File: config.mk
export PLATFORM = sky130hd
export DESIGN_NAME = refcounted_buffer_slot_allocator_top
export DESIGN_NICKNAME = d
export VERILOG_FILES = /design/src/hdl/rba_pkg.sv /design/src/hdl/refcounted_buffer_slot_allocator_top.sv /design/src/hdl/rba_cnt_ram.sv /design/src/hdl/rba_cnt_alu.sv /design/src/hdl/rba_bitmap.sv
export SDC_FILE = /design/constraint.sdc
export NUM_CORES = 1
export LEC_CHECK = 0
export BUFFER_PORTS_ARGS = -buffer_cell sky130_fd_sc_hd__clkbuf_2
export CORE_MARGIN = 3
export CORE_UTILIZATION = 45
export CTS_CLUSTER_DIAMETER = 50
export DETAILED_ROUTE_END_ITERATION = 12
export PLACE_DENSITY = 0.6
export SYNTH_ARGS = -nofsm -noshare
export SYNTH_HDL_FRONTEND = slang
export SYNTH_SLANG_ARGS = --single-unit
File: constraint.sdc
create_clock -name i_clk -period 8.8 [get_ports i_clk]
set_input_delay 0.88 -clock i_clk [delete_from_list [all_inputs] [get_ports i_clk]]
set_output_delay 0.88 -clock i_clk [all_outputs]
set_load 0.01 [all_outputs]
File: src/hdl/rba_pkg.sv
// Shared types and constants of the reference-counted buffer slot allocator.
package rba_pkg;

    localparam int SLOTS_DEF       = 128;
    localparam int COUNT_WIDTH_DEF = 8;
    localparam int CHUNK           = 8;
    localparam int CHUNK_BITS      = 3;
    localparam int SLOT_W          = 7;
    localparam int ACTIVE_W        = 8;
    localparam int COUNT_OUT_W     = 8;

    localparam logic [ACTIVE_W-1:0] ACTIVE_RESET = 8'd128;

    typedef enum logic [1:0] {
        OP_ALLOC   = 2'd0,
        OP_SHARE   = 2'd1,
        OP_DISCARD = 2'd2,
        OP_NOP     = 2'd3
    } t_op;

    typedef enum logic [1:0] {
        ST_OK      = 2'd0,
        ST_FULL    = 2'd1,
        ST_INVALID = 2'd2,
        ST_SAT     = 2'd3
    } t_status;

    typedef enum logic [1:0] {
        S_IDLE,
        S_SCAN,
        S_EXEC
    } t_state;

    typedef enum logic [1:0] {
        ALU_ONE,
        ALU_INC,
        ALU_DEC
    } t_alu_op;

    typedef struct packed {
        logic set_en;
        logic clr_en;
    } t_map_ctrl;

endpackage

File: src/hdl/refcounted_buffer_slot_allocator_top.sv
// Top level of the reference-counted buffer slot allocator.
//
// Requests arrive on i_valid/o_stall with i_op and i_slot; one result per
// request leaves on o_valid/i_stall with slot, status, release flag and count.
// A transfer happens at a rising edge where valid is high and stall is low.
// The block handles one request at a time and raises o_stall while busy.
// For share, discard and the unused opcode, the transfer cycle issues the
// use-count memory read, and the next cycle updates and answers.
// Alloc searches the bitmap eight slots per cycle, one group of eight at a
// time over the lowest min(active, 128) slots, and stops at the first group
// with a free slot or after the last group.
// The result lands in an output register one cycle after the last work cycle,
// and the next request may be taken while that result waits. When the
// receiver stalls, a finished request waits in its last work cycle until the
// output register frees up. Synchronous reset clears the bitmap, sets the
// active slot count to 128 and empties the output register; use counts are
// not cleared, since every slot is written by alloc before it is read.
// The active_slots register is written through i_cfg_wr_en and i_cfg_wr_data;
// the user must do so only while the block is idle; the block does not enforce it.
module refcounted_buffer_slot_allocator_top import rba_pkg::*; #(
    parameter int SLOTS       = SLOTS_DEF,
    parameter int COUNT_WIDTH = COUNT_WIDTH_DEF
) (
    input  logic                   i_clk,
    input  logic                   i_rst_n,
    input  logic                   i_cfg_wr_en,
    input  logic [ACTIVE_W-1:0]    i_cfg_wr_data,
    input  logic                   i_valid,
    output logic                   o_stall,
    input  logic [1:0]             i_op,
    input  logic [SLOT_W-1:0]      i_slot,
    output logic                   o_valid,
    input  logic                   i_stall,
    output logic [SLOT_W-1:0]      o_slot_out,
    output logic [1:0]             o_status,
    output logic                   o_released,
    output logic [COUNT_OUT_W-1:0] o_use_count_out
);

    localparam int SW     = $clog2(SLOTS);
    localparam int LW     = $clog2(SLOTS + 1);
    localparam int NCHUNK = (SLOTS + CHUNK - 1) / CHUNK;
    localparam int CKW    = (NCHUNK > 1) ? $clog2(NCHUNK) : 1;
    localparam int IW     = CKW + CHUNK_BITS;
    localparam int CMPA   = (IW > LW) ? IW : LW;
    localparam int CMPW   = (CMPA > SLOT_W) ? CMPA : SLOT_W;
    localparam int NBW    = CMPW + 1;
    localparam int CLW    = (LW > ACTIVE_W) ? LW : ACTIVE_W;

    localparam logic [COUNT_WIDTH-1:0] COUNT_MAX = '1;

    t_state                  r_state;
    t_state                  n_state;
    t_op                     r_op;
    logic [SLOT_W-1:0]       r_slot;
    logic [CKW-1:0]          r_chunk;
    logic [CKW-1:0]          n_chunk;
    logic [ACTIVE_W-1:0]     r_active;

    logic                    r_ovalid;
    logic [SLOT_W-1:0]       r_o_slot;
    t_status                 r_o_status;
    logic                    r_o_released;
    logic [COUNT_OUT_W-1:0]  r_o_count;

    logic                    in_xfer;
    logic                    out_free;
    logic [LW-1:0]           limit;
    logic                    found;
    logic [CHUNK_BITS-1:0]   off;
    logic                    busy;
    logic [IW-1:0]           grant;
    logic                    scan_end;
    logic                    slot_ok;

    t_map_ctrl               map_ctrl;
    logic [SW-1:0]           map_idx;
    logic                    ram_rd_en;
    logic                    ram_wr_en;
    logic [SW-1:0]           ram_wr_addr;
    logic [COUNT_WIDTH-1:0]  ram_rd_data;
    t_alu_op                 alu_op;
    logic [COUNT_WIDTH-1:0]  alu_count;
    logic                    alu_sat;
    logic                    alu_zero;

    logic                    load;
    logic [SLOT_W-1:0]       n_o_slot;
    t_status                 n_o_status;
    logic                    n_o_released;
    logic [COUNT_OUT_W-1:0]  n_o_count;

    assign o_stall  = (r_state != S_IDLE);
    assign in_xfer  = i_valid && !o_stall;
    assign out_free = !r_ovalid || !i_stall;

    assign limit = (CLW'(r_active) < CLW'(SLOTS)) ? LW'(r_active) : LW'(SLOTS);

    assign grant    = {r_chunk, off};
    assign scan_end = (NBW'({r_chunk, CHUNK_BITS'(0)}) + NBW'(CHUNK)) >= NBW'(limit);
    assign slot_ok  = (CMPW'(r_slot) < CMPW'(limit)) && busy;

    rba_bitmap #(
        .SLOTS (SLOTS)
    ) u_bitmap (
        .i_clk    (i_clk),
        .i_rst_n  (i_rst_n),
        .i_ctrl   (map_ctrl),
        .i_wr_idx (map_idx),
        .i_chunk  (r_chunk),
        .i_limit  (limit),
        .i_rd_idx (SW'(r_slot)),
        .o_found  (found),
        .o_off    (off),
        .o_busy   (busy)
    );

    rba_cnt_ram #(
        .DEPTH (SLOTS),
        .WIDTH (COUNT_WIDTH)
    ) u_cnt_ram (
        .i_clk     (i_clk),
        .i_wr_en   (ram_wr_en),
        .i_wr_addr (ram_wr_addr),
        .i_wr_data (alu_count),
        .i_rd_en   (ram_rd_en),
        .i_rd_addr (SW'(i_slot)),
        .o_rd_data (ram_rd_data)
    );

    rba_cnt_alu #(
        .COUNT_WIDTH (COUNT_WIDTH)
    ) u_cnt_alu (
        .i_op    (alu_op),
        .i_count (ram_rd_data),
        .o_count (alu_count),
        .o_sat   (alu_sat),
        .o_zero  (alu_zero)
    );

    always_ff @(posedge i_clk) begin
        if (!i_rst_n) begin
            r_state  <= S_IDLE;
            r_active <= ACTIVE_RESET;
            r_ovalid <= 1'b0;
        end else begin
            r_state <= n_state;
            if (i_cfg_wr_en) begin
                r_active <= i_cfg_wr_data;
            end
            if (load) begin
                r_ovalid <= 1'b1;
            end else if (!i_stall) begin
                r_ovalid <= 1'b0;
            end
        end
    end

    always_ff @(posedge i_clk) begin
        r_chunk <= n_chunk;
        if (in_xfer) begin
            r_op   <= t_op'(i_op);
            r_slot <= i_slot;
        end
        if (load) begin
            r_o_slot     <= n_o_slot;
            r_o_status   <= n_o_status;
            r_o_released <= n_o_released;
            r_o_count    <= n_o_count;
        end
    end

    always_comb begin
        n_state = r_state;
        unique case (r_state)
            S_IDLE: begin
                if (in_xfer) begin
                    n_state = (t_op'(i_op) == OP_ALLOC) ? S_SCAN : S_EXEC;
                end
            end
            S_SCAN: begin
                if ((found || scan_end) && out_free) begin
                    n_state = S_IDLE;
                end
            end
            S_EXEC: begin
                if (out_free) begin
                    n_state = S_IDLE;
                end
            end
            default: begin
                n_state = S_IDLE;
            end
        endcase
    end

    always_comb begin
        n_chunk      = r_chunk;
        ram_rd_en    = 1'b0;
        ram_wr_en    = 1'b0;
        ram_wr_addr  = SW'(r_slot);
        map_ctrl     = '0;
        map_idx      = SW'(r_slot);
        alu_op       = ALU_ONE;
        load         = 1'b0;
        n_o_slot     = r_slot;
        n_o_status   = ST_OK;
        n_o_released = 1'b0;
        n_o_count    = '0;
        unique case (r_state)
            S_IDLE: begin
                n_chunk   = '0;
                ram_rd_en = in_xfer;
            end
            S_SCAN: begin
                alu_op = ALU_ONE;
                if (found) begin
                    if (out_free) begin
                        ram_wr_en       = 1'b1;
                        ram_wr_addr     = SW'(grant);
                        map_ctrl.set_en = 1'b1;
                        map_idx         = SW'(grant);
                        load            = 1'b1;
                        n_o_slot        = SLOT_W'(grant);
                        n_o_count       = COUNT_OUT_W'(alu_count);
                    end
                end else if (scan_end) begin
                    if (out_free) begin
                        load       = 1'b1;
                        n_o_slot   = '0;
                        n_o_status = ST_FULL;
                    end
                end else begin
                    n_chunk = CKW'(r_chunk + 1'b1);
                end
            end
            S_EXEC: begin
                alu_op = (r_op == OP_SHARE) ? ALU_INC : ALU_DEC;
                load   = out_free;
                if (r_op == OP_NOP) begin
                    n_o_status = ST_OK;
                end else if (!slot_ok) begin
                    n_o_status = ST_INVALID;
                end else if (r_op == OP_SHARE) begin
                    ram_wr_en  = out_free;
                    n_o_status = alu_sat ? ST_SAT : ST_OK;
                    n_o_count  = COUNT_OUT_W'(alu_sat ? COUNT_MAX : alu_count);
                end else begin
                    ram_wr_en       = out_free;
                    map_ctrl.clr_en = out_free && alu_zero;
                    n_o_released    = alu_zero;
                    n_o_count       = COUNT_OUT_W'(alu_count);
                end
            end
            default: begin
                n_chunk = '0;
            end
        endcase
    end

    assign o_valid         = r_ovalid;
    assign o_slot_out      = r_o_slot;
    assign o_status        = r_o_status;
    assign o_released      = r_o_released;
    assign o_use_count_out = r_o_count;

endmodule

File: src/hdl/rba_cnt_ram.sv
// Use-count memory with one write port and one registered read port.
module rba_cnt_ram import rba_pkg::*; #(
    parameter int DEPTH = SLOTS_DEF,
    parameter int WIDTH = COUNT_WIDTH_DEF
) (
    input  logic                     i_clk,
    input  logic                     i_wr_en,
    input  logic [$clog2(DEPTH)-1:0] i_wr_addr,
    input  logic [WIDTH-1:0]         i_wr_data,
    input  logic                     i_rd_en,
    input  logic [$clog2(DEPTH)-1:0] i_rd_addr,
    output logic [WIDTH-1:0]         o_rd_data
);

    logic [WIDTH-1:0] r_mem [DEPTH];
    logic [WIDTH-1:0] r_rd_data;

    always_ff @(posedge i_clk) begin
        if (i_wr_en) begin
            r_mem[i_wr_addr] <= i_wr_data;
        end
        if (i_rd_en) begin
            r_rd_data <= r_mem[i_rd_addr];
        end
    end

    assign o_rd_data = r_rd_data;

endmodule

File: src/hdl/rba_cnt_alu.sv
// Shared count unit: load one, saturating increment and floored decrement.
module rba_cnt_alu import rba_pkg::*; #(
    parameter int COUNT_WIDTH = COUNT_WIDTH_DEF
) (
    input  t_alu_op                i_op,
    input  logic [COUNT_WIDTH-1:0] i_count,
    output logic [COUNT_WIDTH-1:0] o_count,
    output logic                   o_sat,
    output logic                   o_zero
);

    localparam logic [COUNT_WIDTH-1:0] COUNT_MAX = '1;

    always_comb begin
        o_sat   = 1'b0;
        o_count = i_count;
        unique case (i_op)
            ALU_ONE: begin
                o_count = COUNT_WIDTH'(1);
            end
            ALU_INC: begin
                if (i_count == COUNT_MAX) begin
                    o_sat = 1'b1;
                end else begin
                    o_count = i_count + COUNT_WIDTH'(1);
                end
            end
            ALU_DEC: begin
                if (i_count != '0) begin
                    o_count = i_count - COUNT_WIDTH'(1);
                end
            end
            default: begin
                o_count = i_count;
            end
        endcase
        o_zero = (o_count == '0);
    end

endmodule

File: src/hdl/rba_bitmap.sv
// Occupancy bitmap with a chunk-wide lowest-free-slot search.
module rba_bitmap import rba_pkg::*; #(
    parameter  int SLOTS  = SLOTS_DEF,
    localparam int SW     = $clog2(SLOTS),
    localparam int LW     = $clog2(SLOTS + 1),
    localparam int NCHUNK = (SLOTS + CHUNK - 1) / CHUNK,
    localparam int CKW    = (NCHUNK > 1) ? $clog2(NCHUNK) : 1
) (
    input  logic                     i_clk,
    input  logic                     i_rst_n,
    input  t_map_ctrl                i_ctrl,
    input  logic [SW-1:0]            i_wr_idx,
    input  logic [CKW-1:0]           i_chunk,
    input  logic [LW-1:0]            i_limit,
    input  logic [SW-1:0]            i_rd_idx,
    output logic                     o_found,
    output logic [CHUNK_BITS-1:0]    o_off,
    output logic                     o_busy
);

    localparam int IW     = CKW + CHUNK_BITS;
    localparam int CMPW   = (IW > LW) ? IW : LW;

    logic [SLOTS-1:0]          r_occ;
    logic [NCHUNK*CHUNK-1:0]   occ_pad;
    logic [CHUNK-1:0]          row;
    logic [CHUNK-1:0]          free;

    always_ff @(posedge i_clk) begin
        if (!i_rst_n) begin
            r_occ <= '0;
        end else if (i_ctrl.set_en) begin
            r_occ[i_wr_idx] <= 1'b1;
        end else if (i_ctrl.clr_en) begin
            r_occ[i_wr_idx] <= 1'b0;
        end
    end

    always_comb begin
        occ_pad              = '1;
        occ_pad[SLOTS-1:0]   = r_occ;
    end

    assign row    = occ_pad[{i_chunk, CHUNK_BITS'(0)} +: CHUNK];
    assign o_busy = occ_pad[i_rd_idx];

    always_comb begin
        for (int j = 0; j < CHUNK; j++) begin
            free[j] = !row[j] &&
                      (CMPW'({i_chunk, CHUNK_BITS'(j)}) < CMPW'(i_limit));
        end
        o_found = 1'b0;
        o_off   = '0;
        for (int j = CHUNK - 1; j >= 0; j--) begin
            if (free[j]) begin
                o_found = 1'b1;
                o_off   = CHUNK_BITS'(j);
            end
        end
    end

endmodule

==> Yosys cells after proc, flatten, opt, wreduce, memory -nomap -nowiden <==
Memory sizes are Yosys's and may differ from the RTL's. A register that Yosys moved wholly into a read port is not among the register bits.
Cells that the tools add are included.
{ "op_classes": {"addsub": 4, "n_mux": 78, "eq_ne": 13, "shift": 1, "order_cmp": 14, "bitwise_logic": 5, "reduce_logical": 36} }
{ "ops": {"columns": ["cell", "count"], "rows": [
  ["2-to-1 mux 128 bit", 2],
  ["AND 128 bit", 1],
  ["NOT 128 bit", 1],
  ["OR 128 bit", 1],
  ["indexed part select 128 x 8 -> 8 bit", 1],
  ["< comparator 7 x 8 -> 1 bit", 9],
  ["2-to-1 mux 8 bit", 9],
  ["2-to-1 mux 7 bit", 7],
  ["2-to-1 mux 1 bit", 29],
  ["2-to-1 mux 2 bit", 12],
  ["2-to-1 mux 3 bit", 8],
  ["case mux 8 bit (3 select lines)", 1],
  ["< comparator 7 x 8 -> 1 bit, second input constant", 2],
  ["case mux 8 bit (2 select lines)", 1],
  ["logical AND 1 bit", 13],
  ["zero test 1 bit", 11],
  ["!= test 2 bit, second input constant", 5],
  ["adder 7 x 4 -> 8 bit, second input constant", 1],
  ["adder 8 x 1 -> 8 bit, second input constant", 1],
  ["== test 8 bit, second input constant", 1],
  ["greater-or-equal comparator 8 bit", 1],
  ["zero test 8 bit", 1],
  ["< comparator 8 bit, second input constant", 1],
  ["2-to-1 mux 4 bit", 2],
  ["other kinds (19)", 30]
]} }
{ "word_totals": {"input_bits": 22, "reg_bits": 170, "ramBits": 1024, "output_inout_bits": 20, "mem_count": 1} }
{ "mem_list": {"columns": ["name", "words", "width", "rd", "rd_clocked_by_memory_dff", "write_ports", "line_no", "source"], "rows": [
  ["u_cnt_ram.r_mem", 128, 8, 1, 1, 1, "rba_cnt_ram.sv:15", "logic [WIDTH-1:0] r_mem [DEPTH];"]
]} }

==> Logic depth before layout (Yosys ltp) <==
Gate-level depths: netlist of run 1.
{ "logic_depth": {"ltp_word": 23, "depth_mapped": 19} }

==> Cells and area by module <==
A second synthesis of run 1 with hierarchy kept.
{ "unflattened": {"hier_cells": 2805, "area_unflattened_um2": 50450.9} }
{ "modules_own_cells": {"columns": ["mod", "cells_per_inst", "instances", "area_each_um2"], "rows": [
  ["rba_cnt_ram", 1635, 1, 39745.6],
  ["rba_bitmap", 876, 1, 7862.5],
  ["refcounted_buffer_slot_allocator_top", 207, 1, 2257.2],
  ["rba_cnt_alu", 87, 1, 585.6]
]} }

==> Worst setup path after synthesis of run 1 <==
OpenSTA, ideal clock, no wires.
{ "synth_path": {"path_kind": "register -> register", "start": "register u_cnt_ram.r_rd_data[0], in the netlist u_cnt_ram.o_rd_data[0], read port of u_cnt_ram.r_mem", "end": "register (tool-made name)", "setup_time_ps": 76, "path_slack_ps": 2586, "n_path_buf": 3, "path_stages_with_launch": 15, "arrival_time_ps": 6138, "cell_sequence": "edfxtp_1 -> clkbuf_1 -> inv_1 -> ha_1 -> or3b_2 -> o211ai_1 -> o22ai_1 -> nor2_1 -> nand3_1 -> nor4_2 -> nand4b_1 -> buf_2 -> buf_2 -> nor4_1 -> o22ai_1"} }
{ "synth_rtl": {"columns": ["item", "line_no", "source"], "rows": [
  ["start, declared", "rba_cnt_ram.sv:16", "logic [WIDTH-1:0] r_rd_data;"]
]} }

==> results of run 1 <==
==> layout make-up <==
class,count,area [sq um],share of cell area
flip-flops and latches,1202,34700,0.607
multi-input cells,1463,15300,0.268
clock buffers,168,3660,0.0640
well taps,1488,1860,0.0326
clock inverters,76,838,0.0147
repair buffers,90,651,0.0114
inverters,21,93.8,0.00164
diodes,1,2.50,0.0000438
==> report_power, final <==
group	internal, W	switching [W]
Combinational	0.000281	0.000558
Sequential	0.00627	0.0000366
Clock	0.00329	0.00234
==> path summary, 6_finish.rpt <==
path | slack [ns] | depth (start not counted) | to | startpoint
setup / recovery | 2.64 | 15 | flop | r_chunk[0]
hold / removal | 0.35 | 1 | r_op[1] | i_op[1]
setup reg to reg | 2.64 | 15 | flop | r_chunk[0]
hold reg to reg | 0.49 | 2 | flop | flop
==> cell usage after synthesis, types with 5 or more instances <==
library cell	instances
a21oi_1	24
buf_4	6
o22ai_1	109
edfxtp_1	1063
mux2i_1	64
o211ai_1	5
a22o_1	9
buf_6	17
and3_1	9
or3_1	8
nor2_2	10
nand2b_1	26
inv_1	21
nor4_2	14
nor4_1	118
o21ai_0	24
nand2_1	222
buf_1	37
mux4_2	382
nand4_1	22
mux2_2	30
buf_2	51
o32ai_1	21
nand3_1	26
nor3_1	19
a31oi_1	8
nor2_1	167
and2_1	12
a22oi_1	11
or4_1	6
nor2b_1	16
clkbuf_1	114
ha_1	23
dfxtp_1	139
==> cells by family after synthesis <==
family          synth area share
compound gates            0.0352
xor+xnor                0.000514
fa+ha+maj                0.00563
buf+inv                   0.0227
flops                      0.679
mux                        0.188
simple gates              0.0693
==> per-layer routing <==
layer | vias to the layer above | global-route usage | wire length [um]
met4 | 0 | 0.0699 | 3880
met1 | 15000 | 0.327 | 55100
met2 | 1344 | 0.362 | 63800
met3 | 232 | 0.0390 | 10300
li1 | 12000 | - | -
met5 | - | 0 | 0
==> per-stage QoR <==
step                hold WS [ns]  instance area (sq um)  setup slack [ns]  utilization  std cells
floorplan                  0.444                  51100              2.59            -       2912
global placement           0.472                  52600              2.88        0.471       4264
detailed placement         0.479                  52600              2.73        0.471       4264
CTS                        0.302                  57100              2.73        0.511       4508
global route               0.324                  57100              2.36        0.511       4508
finish                     0.347                  57100              2.64        0.511       4509
==> critical path, cell delays in order, from the launching register on <==
cell and delay (ns):
edfxtp_1 1.01, buf_12 0.35, inv_1 0.18, ha_1 0.35, inv_1 0.08, a21o_1 0.20
a311oi_1 0.34, nand3_1 0.20, nand4_1 0.35, o21ai_4 0.06, buf_4 0.32, a21oi_4 0.27
buf_4 0.38, buf_4 0.46, nand2_1 0.89, o32ai_1 0.54
==> run summary, run 1 <==
Status -> complete, no violations
FF+latch count, synth -> 1202
Final setup TNS -> 0 ns
Final worst-path cycle share -> 0.699
Initial Util -> 0.457
Post-route ant nets -> 0
Clock-pin slew on the worst setup and hold paths -> 0.06 ns
Main synth FF type -> edfxtp_1
Final hold violations -> 0
Commonest non-fill, non-tap cell in the layout -> edfxtp_1
PwrDens -> 224 mW/mm^2
EDFF count, synth -> 1063
Die height -> 343 um
Die W -> 343 um
Num ports -> 42
Final setup violation count -> 0
Number of global-route vias before repair -> 28.7k
PortBufs -> 41
Num CTS Buffers -> 137
Routability cong. -> 0.949
Most frequent cells in the layout -> edfxtp_1, mux4_2, nand2_1
Global-route wire length before repair -> 198000 um
H-Tree Depth -> 4
Syn Area/Cell -> 17.5 sq um
Synth async-reset ratio -> 0
Tmin final -> 6.16 ns
Drt wl/cell -> 29.5 um
Area grow syn2layout -> 11.8%
CTS tree -> built
DRC violation total after the first TritonRoute iteration -> 3372
Worst Path Max Fanout -> 35
Fillers -> 8933
DRC -> 0
Distinct cell type count after synthesis -> 78
Relative slew slack -> 0.106
Slew Limit Fails -> 0
Hold_buf cts -> 0
Worst path arrival time -> 6.77 ns
Clock Latency Late Sink -> 0.76 ns
Post-DP HPWL -> 81100 um
Initial antenna violation count -> 4
Die area -> 0.118 sq mm
Avg Vias per Cell -> 6.33
Wirelength, routed -> 133000 um
Gr usage total -> 0.229
Cell row count -> 122
Clk sinks -> 1202
Max Root-Sink Buffers -> 3
Cell Area, Synth -> 0.0511 sq mm
Leading area contributor after synthesis -> edfxtp_1
Vias -> 28.6k
Clock root cell -> clkbuf_16
Critical Path Source Type -> flop
HP Class -> in -> reg
Max-cap violations -> 0
Pleak -> 17.6 nW
Fmax -> 0.162 GHz
CP Capture Type -> flop
Post-Syn Instances -> 2912
Post-Syn Nets -> 2957
Post-cts resize count -> 0
Skew final -> 0.0335 ns
Unrepaired setup endpoints after global routing -> false
Register area share after synthesis -> 0.679
DR pass1 iterations -> 6
Core area -> 0.112 sq mm
Post-CTS setup buffer count -> 0
Synth area leaders -> edfxtp_1, mux4_2, dfxtp_1, nand2_1, nor4_1
Nets -> 2960
Total grt overflow -> 0
Share of the synthesized area in the top cell type -> 0.625
Largest net degree at the start of global routing -> 153
Layout cells sized above 1 -> 0.254
Worst path required time -> 9.42 ns
Overall power -> 0.0128 W
Critical path class -> reg -> reg
Yosys warning total -> 0
VDD IR max -> 212 uV
Slew of the pin with the lowest slew margin -> 1.34 ns
(Power assumes the default switching activity.)
==> inputs of run 2 (changes only) <==
- clock period: 8.8 -> 6 ns (I/O delays scaled with it)
==> run 2 against run 1 <==
Compared with the run above:
- critical path type unchanged
- register-to-register slack got worse by 1.9 ns
- sequential power grew 46%
- maximum frequency rose by 18%
- largest cell class unchanged
==> run summary, run 2 (synthesis gave the netlist of run 1 again) <==
RR Endpoint -> u_cnt_ram.r_mem[113][4]
DRC violation total after the first TritonRoute iteration -> 3235 (-4.1%)
Die area -> 0.118 sq mm (unchanged)
Wirelength, routed -> 135000 um (+1.8%)
Multi-input gate area -> 0.0153 sq mm (unchanged)
H-Tree Depth -> 4 (unchanged)
Tmin final -> 5.21 ns (-0.941 ns)
Critical path class -> reg -> reg
Max Root-Sink Buffers -> 3 (unchanged)
Post-CTS setup buffer count -> 0 (unchanged)
Num CTS Buffers -> 138 (+0.73%)
Overall power -> 0.0190 W (+48%)
Total grt overflow -> 0 (unchanged)
Slew of the pin with the lowest slew margin -> 1.22 ns (-0.116 ns)
Drt wl/cell -> 29.6 um (+0.15%)
Gr usage total -> 0.232 (+0.00384)
PortBufs -> 41 (unchanged)
Fillers -> 8913 (-0.22%)
Fmax -> 0.192 GHz (+18%)
VDD IR max -> 276 uV (+30%)
Initial Util -> 0.457 (unchanged)
Post-cts resize count -> 0 (unchanged)
Sequential fraction of design power -> 0.487 (-0.007)
Final hold violations -> 0 (unchanged)
DR pass1 iterations -> 6 (unchanged)
Reg-to-reg startpoint -> r_active[7]
Vias -> 28.9k (+1.1%)
Final worst-path cycle share -> 0.869 (+0.170)
Number of global-route vias before repair -> 29.2k (+1.6%)
Routability cong. -> 0.942 (-0.80%)
Num ports -> 42 (unchanged)
Largest net degree at the start of global routing -> 130 (-15%)
Worst Path Max Fanout -> 23 (-34%)
Hold_buf cts -> 0 (unchanged)
DRC -> 0 (unchanged)
Final setup violation count -> 0 (unchanged)
Combinational share of power -> 0.067 (about the same)
Area grow syn2layout -> 13.2%
CP Capture Type -> flop
Die height -> 343 um (unchanged)
Flop2flop setup slack -> 0.79 ns (-1.86 ns)
Post-DP HPWL -> 84600 um (+4.3%)
Status -> complete, no violations
Hold Crit Start -> i_op[0]
Most frequent cells in the layout -> edfxtp_1, mux4_2, nand2_1
Clock root cell -> clkbuf_16
Clk pwr share -> 0.446 (+0.005)
Unrepaired setup endpoints after global routing -> false
Initial antenna violation count -> 5 (+1)
Worst path arrival time -> 5.58 ns (-1.19 ns)
Switching share of power -> 0.226 (-0.00374)
Clock Latency Late Sink -> 0.74 ns (-0.02 ns)
Layout cells sized above 1 -> 0.271 (+0.0175)
PwrDens -> 328 mW/mm^2 (+47%)
Pleak -> 18.0 nW (+2.6%)
Cell Int Power -> 0.0147 W (+49%)
Nets -> 3031 (+2.4%)
HP Class -> in -> reg
Post-route ant nets -> 0 (unchanged)
Slew Limit Fails -> 0 (unchanged)
Clk sinks -> 1202 (unchanged)
Max-cap violations -> 0 (unchanged)
Die W -> 343 um (unchanged)
Critical Path Source Type -> flop
Clock-pin slew on the worst setup and hold paths -> 0.06 ns (about the same)
R2R depth -> 13 (-2)
Worst path required time -> 6.36 ns (-3.06 ns)
Skew final -> 0.0257 ns (-0.00773 ns)
Cell row count -> 122 (unchanged)
Hold EP -> r_op[0]
CTS tree -> built
Avg Vias per Cell -> 6.30 (-0.56%)
Worst hold path stage count -> 1 (unchanged)
Commonest non-fill, non-tap cell in the layout -> edfxtp_1
Core area -> 0.112 sq mm (unchanged)
Relative slew slack -> 0.183 (+0.0770)
Sequential cell area -> 0.0347 sq mm (unchanged)
Global-route wire length before repair -> 201000 um (+1.2%)
Switch Pwr -> 0.00428 W (+46%)
Final setup TNS -> 0 ns (unchanged)
==> run 2: changes by cell type in the layout (fill, tap and decap cells not counted), sizes merged <==
cell,previous run,this run
diode,1,2
clkinvlp,9,7
inv,32,37
buf,54,124
bufinv,10,14
clkinv,46,45
clkbuf,204,202
==> run 2: final cells by class <==
| cell class | count | area share |
|---|---|---|
| Timing Repair Buffer | 160 | 0.0216 |
| Multi-Input combinational cell | 1463 | 0.265 |
| Inverter | 21 | 0.00162 |
| Antenna cell | 2 | 0.0000865 |
| Sequential cell | 1202 | 0.600 |
| Tap cell | 1488 | 0.0322 |
| Clock inverter | 82 | 0.0153 |
| Clock buffer | 166 | 0.0643 |
==> run 2: how the worst max path moves through the flow <==
stage / endpoint / cells after the start / slack, ns / start
3_3_place_gp: u_cnt_ram.r_mem[38][2] / 13 / 0.88 / r_active[7]
4_1_cts: u_cnt_ram.r_mem[36][4] / 13 / 0.81 / r_active[7]
3_5_place_dp: u_cnt_ram.r_mem[36][1] / 13 / 0.83 / r_active[7]
6_report: u_cnt_ram.r_mem[113][4] / 13 / 0.79 / r_active[7]
5_1_grt: u_cnt_ram.r_mem[36][5] / 13 / 0.43 / r_active[7]
2_1_floorplan: u_cnt_ram.r_mem[0][7] / 6 / 0.60 / r_state[0]
==> run 2: layer usage <==
metal / track usage / vias up / part of all wire
met5: 0 / - / 0
met4: 0.0767 / 0 / 0.032
met3: 0.0430 / 258 / 0.082
met2: 0.364 / 1394 / 0.47
met1: 0.332 / 15100 / 0.41
li1: - / 12100 / -
==> run 2: power by group through the flow <==
stage                     clock, W  sequential [W]  combinational [W]
after floorplan                  0         0.00941           0.000824
after CTS                  0.00860         0.00924            0.00129
after detailed placement         0         0.00941            0.00128
after global placement           0         0.00941            0.00126
after global routing       0.00896         0.00924            0.00135
final                      0.00845         0.00924            0.00128
==> run 2: worst max-delay path: stages, from the launching register on <==
cell and delay, ns:
dfxtp_1 0.47, inv_1 0.19, nand2_1 0.16, ha_1 0.27
a211oi_1 0.50, or2_2 0.27, o21ai_0 0.16, or3_4 0.42
and3_1 0.25, a21oi_2 0.24, o21ai_4 0.18, buf_4 0.28
or4_4 0.84, nor2_1 0.60
==> run 2: per-stage QoR <==
| step | instance area [sq um] | std cells | hold WS [ns] | util | setup slack [ns] |
|---|---|---|---|---|---|
| global placement | 53200 | 4334 | 0.471 | 0.476 | 0.878 |
| floorplan | 51100 | 2912 | 0.444 | - | 0.605 |
| finish | 57800 | 4584 | 0.0801 | 0.518 | 0.785 |
| CTS | 57800 | 4582 | 0.0301 | 0.518 | 0.810 |
| global route | 57800 | 4582 | 0.0486 | 0.518 | 0.434 |
| detailed placement | 53200 | 4334 | 0.477 | 0.476 | 0.835 |
